### config.mk
export PLATFORM = sky130hd
export DESIGN_NAME = linear_probe_hash_table
export DESIGN_NICKNAME = d
export VERILOG_FILES = /design/src/lpht_pkg.sv /design/src/lpht_ram.sv /design/src/lpht_mod.sv /design/src/linear_probe_hash_table.sv
export SDC_FILE = /design/constraint.sdc
export NUM_CORES = 2
export LEC_CHECK = 0
export BUFFER_PORTS_ARGS = -buffer_cell sky130_fd_sc_hd__buf_2
export CAP_MARGIN = 20
export CORE_MARGIN = 2
export CORE_UTILIZATION = 32
export CTS_BUF_LIST = sky130_fd_sc_hd__clkbuf_16
export CTS_CLUSTER_SIZE = 30
export DETAILED_ROUTE_END_ITERATION = 6
export GPL_ROUTABILITY_DRIVEN = 0
export PLACE_DENSITY = 0.44
export SLEW_MARGIN = 0
export SYNTH_ARGS = -nofsm -noshare
export SYNTH_HDL_FRONTEND = slang
export SYNTH_SLANG_ARGS = --single-unit
### constraint.sdc
create_clock -name clk -period 10.42 [get_ports clk]
set_input_delay 1.042 -clock clk [delete_from_list [all_inputs] [get_ports clk]]
set_output_delay 1.042 -clock clk [all_outputs]
set_load 0.05 [all_outputs]
### src/lpht_pkg.sv
// ----------------------------------------------------------------------------
// lpht_pkg
// Shared types and constants for the linear-probing hash table: item
// structs, command codes and the stored slot format.
// ----------------------------------------------------------------------------
package lpht_pkg;

    localparam int KEY_W           = 31;
    localparam int IDX_W           = 6;
    localparam int TABLE_SLOTS_DEF = 64;
    // key bits folded into the remainder per cycle when the table size is
    // not a power of two
    localparam int MOD_RADIX       = 4;

    localparam logic [1:0] CMD_INSERT = 2'd0;
    localparam logic [1:0] CMD_SEARCH = 2'd1;
    localparam logic [1:0] CMD_REMOVE = 2'd2;

    typedef struct packed {
        logic [1:0]       command;
        logic [KEY_W-1:0] key;
    } req_t;

    typedef struct packed {
        logic             success;
        logic [IDX_W-1:0] slot_index;
    } rsp_t;

    typedef struct packed {
        logic             valid;
        logic [KEY_W-1:0] key;
    } slot_t;

    localparam int SLOT_W = $bits(slot_t);

endpackage

### src/lpht_ram.sv
// ----------------------------------------------------------------------------
// lpht_ram
// Slot store: one write port, one read port, registered read data.
// ----------------------------------------------------------------------------
module lpht_ram #(
    parameter int DEPTH = 64,
    parameter int WIDTH = 32
) (
    input  logic                     clk,
    input  logic                     wr_en,
    input  logic [$clog2(DEPTH)-1:0] wr_addr,
    input  logic [WIDTH-1:0]         wr_data,
    input  logic                     rd_en,
    input  logic [$clog2(DEPTH)-1:0] rd_addr,
    output logic [WIDTH-1:0]         rd_data
);

    logic [WIDTH-1:0] mem [DEPTH];
    logic [WIDTH-1:0] rd_data_reg;

    always_ff @(posedge clk)
    begin
        if (wr_en)
        begin
            mem[wr_addr] <= wr_data;
        end
        if (rd_en)
        begin
            rd_data_reg <= mem[rd_addr];
        end
    end

    assign rd_data = rd_data_reg;

endmodule

### src/lpht_mod.sv
// ----------------------------------------------------------------------------
// lpht_mod
// Home slot unit: key modulo the table size. Power-of-two sizes take the
// low bits into a register; other sizes run a restoring remainder, MOD_RADIX
// key bits per cycle.
// ----------------------------------------------------------------------------
module lpht_mod #(
    parameter int SLOTS = 64
) (
    input  logic                     clk,
    input  logic                     rst_n,
    input  logic                     start,
    input  logic [lpht_pkg::KEY_W-1:0] key,
    output logic                     done,
    output logic [$clog2(SLOTS)-1:0] rem
);

    import lpht_pkg::*;

    localparam int IW   = $clog2(SLOTS);
    localparam bit POW2 = ((SLOTS & (SLOTS - 1)) == 0);

    logic          done_reg;
    logic [IW-1:0] rem_reg;

    generate
        if (POW2)
        begin : g_mask
            always_ff @(posedge clk or negedge rst_n)
            begin
                if (!rst_n)
                begin
                    done_reg <= 1'b0;
                end
                else
                begin
                    done_reg <= start;
                end
            end

            always_ff @(posedge clk)
            begin
                if (start)
                begin
                    rem_reg <= key[IW-1:0];
                end
            end
        end
        else
        begin : g_iter
            localparam int PW    = ((KEY_W + MOD_RADIX - 1) / MOD_RADIX) * MOD_RADIX;
            localparam int STEPS = PW / MOD_RADIX;
            localparam int SW    = $clog2(STEPS + 1);
            localparam logic [IW:0] LIM = (IW + 1)'(SLOTS);

            logic          busy_reg;
            logic [SW-1:0] step_reg;
            logic [PW-1:0] shf_reg;
            logic [IW-1:0] rem_step;
            logic [IW:0]   t;
            logic [IW-1:0] r;

            // r < SLOTS always, so 2r+1 < 2*SLOTS needs one subtract
            always_comb
            begin
                r = rem_reg;
                t = '0;
                for (int b = 0; b < MOD_RADIX; b++)
                begin
                    t = {r, shf_reg[PW-1-b]};
                    if (t >= LIM)
                    begin
                        t = t - LIM;
                    end
                    r = t[IW-1:0];
                end
                rem_step = r;
            end

            always_ff @(posedge clk or negedge rst_n)
            begin
                if (!rst_n)
                begin
                    busy_reg <= 1'b0;
                    done_reg <= 1'b0;
                    step_reg <= '0;
                end
                else
                begin
                    done_reg <= 1'b0;
                    if (start)
                    begin
                        busy_reg <= 1'b1;
                        step_reg <= '0;
                    end
                    else if (busy_reg)
                    begin
                        step_reg <= step_reg + 1'b1;
                        if (step_reg == SW'(STEPS - 1))
                        begin
                            busy_reg <= 1'b0;
                            done_reg <= 1'b1;
                        end
                    end
                end
            end

            always_ff @(posedge clk)
            begin
                if (start)
                begin
                    shf_reg <= PW'(key);
                    rem_reg <= '0;
                end
                else if (busy_reg)
                begin
                    shf_reg <= shf_reg << MOD_RADIX;
                    rem_reg <= rem_step;
                end
            end
        end
    endgenerate

    assign done = done_reg;
    assign rem  = rem_reg;

endmodule

### src/linear_probe_hash_table.sv
// ----------------------------------------------------------------------------
// linear_probe_hash_table
// Open-addressed hash set with linear probing and backward-shift removal.
// Slots (valid bit and key) live in one synchronous RAM; a sequencer walks
// the probe path one slot at a time.
// ----------------------------------------------------------------------------
// Sequence: home lookup, then a read and an evaluation per probed slot and
//   a load of the result; remove then reads each following slot, redoes the
//   home lookup for each occupied one and clears the hole at the end.
// Throughput: one item at a time; the next is taken while the result waits.
// Reset: the sequencer clears all TABLE_SLOTS slots, one per cycle, before
//   the first item is accepted.
// ----------------------------------------------------------------------------
module linear_probe_hash_table #(
    parameter int TABLE_SLOTS = lpht_pkg::TABLE_SLOTS_DEF
) (
    input  logic           clk,
    input  logic           rst_n,
    input  logic           req_valid,
    output logic           req_stall,
    input  lpht_pkg::req_t req,
    output logic           rsp_valid,
    input  logic           rsp_stall,
    output lpht_pkg::rsp_t rsp
);

    import lpht_pkg::*;

    localparam int IW = $clog2(TABLE_SLOTS);
    localparam int CW = $clog2(TABLE_SLOTS + 1);
    localparam logic [IW-1:0] LAST  = IW'(TABLE_SLOTS - 1);
    localparam logic [CW-1:0] COUNT = CW'(TABLE_SLOTS);

    typedef enum logic [3:0] {
        S_CLEAR,
        S_IDLE,
        S_HOME,
        S_PROBE_RD,
        S_PROBE_EV,
        S_GAP_RD,
        S_GAP_EV,
        S_GAP_HOME,
        S_FINISH,
        S_DONE
    } state_t;

    state_t           state_reg, state_next;
    logic [1:0]       cmd_reg, cmd_next;
    logic [KEY_W-1:0] key_reg, key_next;
    logic [KEY_W-1:0] gkey_reg, gkey_next;
    logic [IW-1:0]    ptr_reg, ptr_next;
    logic [IW-1:0]    hole_reg, hole_next;
    logic [IW-1:0]    where_reg, where_next;
    logic [CW-1:0]    n_reg, n_next;
    logic             ok_reg, ok_next;
    logic             rsp_valid_reg, rsp_valid_next;
    rsp_t             rsp_reg, rsp_next;

    logic             mem_we;
    logic [IW-1:0]    mem_wa;
    slot_t            mem_wd;
    logic             mem_re;
    logic [IW-1:0]    mem_ra;
    logic [SLOT_W-1:0] mem_rd;
    slot_t            rd_slot;

    logic             mod_start;
    logic [KEY_W-1:0] mod_key;
    logic             mod_done;
    logic [IW-1:0]    mod_rem;

    logic [IW-1:0]    ptr_inc;
    logic [CW-1:0]    n_inc;
    logic             key_hit;
    logic             movable;

    lpht_ram #(
        .DEPTH (TABLE_SLOTS),
        .WIDTH (SLOT_W)
    ) u_ram (
        .clk     (clk),
        .wr_en   (mem_we),
        .wr_addr (mem_wa),
        .wr_data (mem_wd),
        .rd_en   (mem_re),
        .rd_addr (mem_ra),
        .rd_data (mem_rd)
    );

    lpht_mod #(
        .SLOTS (TABLE_SLOTS)
    ) u_mod (
        .clk   (clk),
        .rst_n (rst_n),
        .start (mod_start),
        .key   (mod_key),
        .done  (mod_done),
        .rem   (mod_rem)
    );

    assign rd_slot = slot_t'(mem_rd);
    assign ptr_inc = (ptr_reg == LAST) ? '0 : ptr_reg + 1'b1;
    assign n_inc   = n_reg + 1'b1;
    assign key_hit = (rd_slot.key == key_reg);

    // entry at ptr may move into the hole when its home is not cyclically
    // inside (hole, ptr]
    assign movable = ((mod_rem <= hole_reg) && (hole_reg < ptr_reg)) ||
                     ((hole_reg < ptr_reg) && (ptr_reg < mod_rem)) ||
                     ((ptr_reg < mod_rem) && (mod_rem <= hole_reg));

    always_comb
    begin
        state_next     = state_reg;
        cmd_next       = cmd_reg;
        key_next       = key_reg;
        gkey_next      = gkey_reg;
        ptr_next       = ptr_reg;
        hole_next      = hole_reg;
        where_next     = where_reg;
        n_next         = n_reg;
        ok_next        = ok_reg;
        rsp_valid_next = rsp_valid_reg;
        rsp_next       = rsp_reg;

        mem_we    = 1'b0;
        mem_wa    = ptr_reg;
        mem_wd    = '0;
        mem_re    = 1'b0;
        mem_ra    = ptr_reg;
        mod_start = 1'b0;
        mod_key   = key_reg;

        if (rsp_valid_reg && !rsp_stall)
        begin
            rsp_valid_next = 1'b0;
        end

        unique case (state_reg)
            S_CLEAR:
            begin
                mem_we   = 1'b1;
                ptr_next = ptr_inc;
                if (ptr_reg == LAST)
                begin
                    state_next = S_IDLE;
                end
            end

            S_IDLE:
            begin
                if (req_valid)
                begin
                    cmd_next   = req.command;
                    key_next   = req.key;
                    ok_next    = 1'b0;
                    where_next = '0;
                    unique case (req.command) inside
                        CMD_INSERT, CMD_SEARCH, CMD_REMOVE:
                        begin
                            mod_start  = 1'b1;
                            mod_key    = req.key;
                            state_next = S_HOME;
                        end
                        default:
                        begin
                            state_next = S_DONE;
                        end
                    endcase
                end
            end

            S_HOME:
            begin
                if (mod_done)
                begin
                    ptr_next   = mod_rem;
                    n_next     = '0;
                    state_next = S_PROBE_RD;
                end
            end

            S_PROBE_RD:
            begin
                mem_re     = 1'b1;
                state_next = S_PROBE_EV;
            end

            S_PROBE_EV:
            begin
                if (!rd_slot.valid)
                begin
                    if (cmd_reg == CMD_INSERT)
                    begin
                        mem_we     = 1'b1;
                        mem_wd     = '{valid: 1'b1, key: key_reg};
                        ok_next    = 1'b1;
                        where_next = ptr_reg;
                    end
                    state_next = S_DONE;
                end
                else if ((cmd_reg != CMD_INSERT) && key_hit)
                begin
                    ok_next    = 1'b1;
                    where_next = ptr_reg;
                    if (cmd_reg == CMD_REMOVE)
                    begin
                        // the hole is written back only when the shift ends
                        hole_next  = ptr_reg;
                        ptr_next   = ptr_inc;
                        n_next     = '0;
                        state_next = S_GAP_RD;
                    end
                    else
                    begin
                        state_next = S_DONE;
                    end
                end
                else
                begin
                    n_next   = n_inc;
                    ptr_next = ptr_inc;
                    if (n_inc == COUNT)
                    begin
                        state_next = S_DONE;
                    end
                    else
                    begin
                        state_next = S_PROBE_RD;
                    end
                end
            end

            S_GAP_RD:
            begin
                if (n_reg == COUNT)
                begin
                    state_next = S_FINISH;
                end
                else
                begin
                    mem_re     = 1'b1;
                    state_next = S_GAP_EV;
                end
            end

            S_GAP_EV:
            begin
                // the open hole still holds stale contents in the RAM
                if (!rd_slot.valid || (ptr_reg == hole_reg))
                begin
                    state_next = S_FINISH;
                end
                else
                begin
                    gkey_next  = rd_slot.key;
                    mod_start  = 1'b1;
                    mod_key    = rd_slot.key;
                    state_next = S_GAP_HOME;
                end
            end

            S_GAP_HOME:
            begin
                if (mod_done)
                begin
                    if (movable)
                    begin
                        mem_we    = 1'b1;
                        mem_wa    = hole_reg;
                        mem_wd    = '{valid: 1'b1, key: gkey_reg};
                        hole_next = ptr_reg;
                    end
                    ptr_next   = ptr_inc;
                    n_next     = n_inc;
                    state_next = S_GAP_RD;
                end
            end

            S_FINISH:
            begin
                mem_we     = 1'b1;
                mem_wa     = hole_reg;
                mem_wd     = '0;
                state_next = S_DONE;
            end

            S_DONE:
            begin
                if (!rsp_valid_reg || !rsp_stall)
                begin
                    rsp_valid_next      = 1'b1;
                    rsp_next.success    = ok_reg;
                    rsp_next.slot_index = ok_reg ? IDX_W'(where_reg) : '0;
                    state_next          = S_IDLE;
                end
            end

            default:
            begin
                state_next = S_IDLE;
            end
        endcase
    end

    always_ff @(posedge clk or negedge rst_n)
    begin
        if (!rst_n)
        begin
            state_reg     <= S_CLEAR;
            ptr_reg       <= '0;
            n_reg         <= '0;
            ok_reg        <= 1'b0;
            rsp_valid_reg <= 1'b0;
        end
        else
        begin
            state_reg     <= state_next;
            ptr_reg       <= ptr_next;
            n_reg         <= n_next;
            ok_reg        <= ok_next;
            rsp_valid_reg <= rsp_valid_next;
        end
    end

    always_ff @(posedge clk)
    begin
        cmd_reg   <= cmd_next;
        key_reg   <= key_next;
        gkey_reg  <= gkey_next;
        hole_reg  <= hole_next;
        where_reg <= where_next;
        rsp_reg   <= rsp_next;
    end

    assign req_stall = (state_reg != S_IDLE);
    assign rsp_valid = rsp_valid_reg;
    assign rsp       = rsp_reg;

endmodule

==> impl_metrics.tcl <==
set metrics [dict create \
    status "complete, no violations" \
    grt_pass1_vias 40200 \
    cts_tree "yes" \
    syn_area_um2 84800 \
    rows 189 \
    overflow 0 \
    nFillCells 24000 \
    synthesis.nets 3603 \
    worst-slew-pin-transition_ns 1.19 \
    skew_ns 0.0489 \
    die_area_um2 269000 \
    final_nets 3846 \
    pwr-share-seq_pct 41.6 \
    drv_slew 0 \
    start_kind "flop" \
    p_switching_uw 7880 \
    crit_path_start "mem_ra[1]$_DFFE_PN0P_" \
    syn_area_per_cell_um2 23.9 \
    syn_inst 3546 \
    setup_viol_count_final 0 \
    synth-seq-cells 2189 \
    critical_path_class "reg -> reg" \
    endpoint "u_ram.rd_data[1]$_DFFE_PP_" \
    pwr-share-clk_pct 30.8 \
    synth_edf_count 2169 \
    period_share_pct 49.0 \
    setup_tns_ns 0 \
    cts_resized 0 \
    cts.clk_slew.worst_paths_ns 0.06 \
    worstPathArrival_ns 5.72 \
    drt-wirelength-per-cell_um 30.4 \
    timing.fmax_mhz 196 \
    hold_slack_ns 0.133 \
    core-area_um2 264000 \
    grt_max_degree 114 \
    min_period_ns 5.11 \
    htreeDepth 4 \
    synthToLayoutAreaGrowth_pct 15.7 \
    drt_iter0_drc 3931 \
    largest_register_ffs 2048 \
    dr.pass1.iters 6 \
    synth_cell_type_count 57 \
    die_w_um 519 \
    hpwl_um 130000 \
    num_vias 38900 \
    power.density_nw_per_um2 258 \
    layout.cells.non_filler 7516 \
    reg2reg_from "mem_ra[1]$_DFFE_PN0P_" \
    postCtsSetupBuffers 0 \
    dp.cells 7085 \
    insertion_delay_ns 0.87 \
    cts.sinks 2189 \
    postLayoutCoreUtil_pct 37.1 \
    reg2reg_to "u_ram.rd_data[1]$_DFFE_PP_" \
    finalHoldViolations 0 \
    ir_drop_mv 0.197 \
    power.share.switching_pct 31.1 \
    rsz0062_at_grt "no" \
    cts_buffer_depth 3 \
    worst_ep_required_time_ns 11.03 \
    routed_wl_um 228000 \
    ys_seq_area_share_pct 77.4 \
    synth_ff_type "edfxtp_1" \
    grt_antenna_before_repair 34 \
    p_int_uw 17500 \
    endpoint_kind "flop" \
    fin_area_um2 98200 \
    grt_pass1_wl_um 322000 \
    grt_use_total_pct 16.8 \
    place_area_um2 90900 \
    rrSetupSlack_ns 5.31 \
    fp.dieH_um 519 \
    route.detailed.drc 0 \
    ant_nets 0 \
    clock-root-buffer "clkbuf_16" \
    ys.warnings.count 0 \
    ys_async_sr_fraction_pct 0.914 \
    r2r_cells 6 \
    relSlewSlack_pct 20.8 \
    power_frac_comb_pct 27.6 \
    maxCapViolCount 0 \
    cp_max_fo 106 \
    start_util_pct 32.1 \
    p_leak_uw 0.0321 \
    numCtsBuffers 225 \
    drive_gt1_share_pct 32.7 \
    portBuffers 45 \
    postCtsHoldBufs 0 \
    io_pins 46 \
    hp-class "in -> async" \
    vias_per_cell 5.18 \
]
-- synthesized netlist by cell type, types with 7 or more instances --
| master | instances | area [um^2] |
|---|---|---|
| nand4_1 | 8 | 50.1 |
| buf_2 | 47 | 235 |
| clkbuf_1 | 108 | 405 |
| buf_4 | 7 | 52.6 |
| and2_1 | 7 | 43.8 |
| o22ai_1 | 7 | 43.8 |
| nand3_1 | 17 | 85.1 |
| a22o_1 | 32 | 280 |
| a31oi_1 | 9 | 56.3 |
| o21ai_0 | 33 | 165 |
| nor3_1 | 14 | 70.1 |
| nor2_1 | 42 | 158 |
| edfxtp_1 | 2169 | 65100 |
| a21oi_1 | 29 | 145 |
| mux2i_1 | 12 | 120 |
| a22oi_1 | 11 | 82.6 |
| a211oi_1 | 62 | 465 |
| mux4_2 | 672 | 15100 |
| xnor2_1 | 9 | 78.8 |
| nand2_1 | 46 | 173 |
| dfrtp_1 | 20 | 500 |
| xor2_1 | 24 | 210 |
| buf_1 | 17 | 63.8 |
| nor4_1 | 12 | 75.1 |
| ha_1 | 20 | 250 |
| inv_1 | 35 | 131 |
-- metrics by stage --
stage               setup WS, ns  total power (uW)
floorplan                   4.45             14900
global placement            5.11             17900
detailed placement          5.08             17900
CTS                         5.05             25700
global route                4.87             26400
finish                      5.31             25300
-- logic make-up (layout without fill, tap and decap cells) --
family / count (synthesis) / count (layout) / synth area share, %
DFF: 2189 / 2189 / 77.4
muxes: 685 / 685 / 18.0
xor gates and xnor gates: 33 / 33 / 0.341
AOI/OAI and AO/OA: 216 / 216 / 1.78
and+or+nand+nor: 181 / 181 / 1.06
adders and majority gates: 22 / 22 / 0.319
other: 0 / 6 / 0
buffers and inverters: 220 / 651 / 1.11
-- critical path, cell delays in order, from the launching register on --
cell and delay [ns]:
dfrtp_4 1.03, buf_12 0.53, buf_4 0.75, buf_4 0.78, mux4_2 0.43, mux4_2 0.58, mux4_2 0.48
-- cells in the final DEF, fill, tap and decap left out, drive strengths merged, types with 18 or more instances in the layout --
master / Yosys / layout
dfrtp: 20 / 20
inv: 37 / 102
a22o: 32 / 32
edfxtp: 2169 / 2169
mux4: 672 / 672
nand2: 46 / 46
nor2: 42 / 42
a211oi: 62 / 62
clkinv: 0 / 103
bufinv: 0 / 18
o21ai: 33 / 33
ha: 20 / 20
clkbuf: 108 / 227
xor2: 24 / 24
buf: 75 / 199
a21oi: 29 / 29
-- routing by layer --
metal	wire (um)	up-vias	GRT usage (%)
li1	-	15900	-
met4	5290	6	4.38
met2	108000	997	26.4
met3	12100	284	2.83
met5	41	-	0
met1	103000	21700	24.3
-- final cells by class --
type	count	area, um^2	area share [%]
sequential	2189	65600	66.9
multi-input combinational	1137	19200	19.6
clock buffer	227	5680	5.79
tap	3533	4420	4.50
timing repair buffer	199	1590	1.62
clock inverter	188	1430	1.45
inverter	37	148	0.150
antenna	6	15.0	0.0153
-- power groups by stage --
| stage | Sequential (uW) | Combinational (uW) | Clock [uW] |
|---|---|---|---|
| final | 10600 | 6990 | 7800 |
| after floorplan | 10500 | 4430 | 0 |
| after global routing | 10600 | 7420 | 8340 |
| after global placement | 10700 | 7120 | 0 |
| after detailed placement | 10700 | 7120 | 0 |
| after CTS | 10600 | 7130 | 8020 |
-- worst min-delay path by stage --
stage | slack (ns) | to | depth (start not counted) | startpoint
finish | 0.13 | rsp_valid$_DFF_PN0_ | 1 | rst_n
global route | 0.12 | mem_ra[0]$_DFFE_PN0P_ | 1 | rst_n
floorplan | 0.45 | gkey_reg[18]$_DFFE_PP_ | 0 | u_ram.rd_data[18]$_DFFE_PP_
detailed placement | 0.46 | gkey_reg[17]$_DFFE_PP_ | 0 | u_ram.rd_data[17]$_DFFE_PP_
global placement | 0.46 | gkey_reg[21]$_DFFE_PP_ | 0 | u_ram.rd_data[21]$_DFFE_PP_
CTS | 0.07 | mem_ra[0]$_DFFE_PN0P_ | 1 | rst_n
Power figures use the tool's default switching activity.
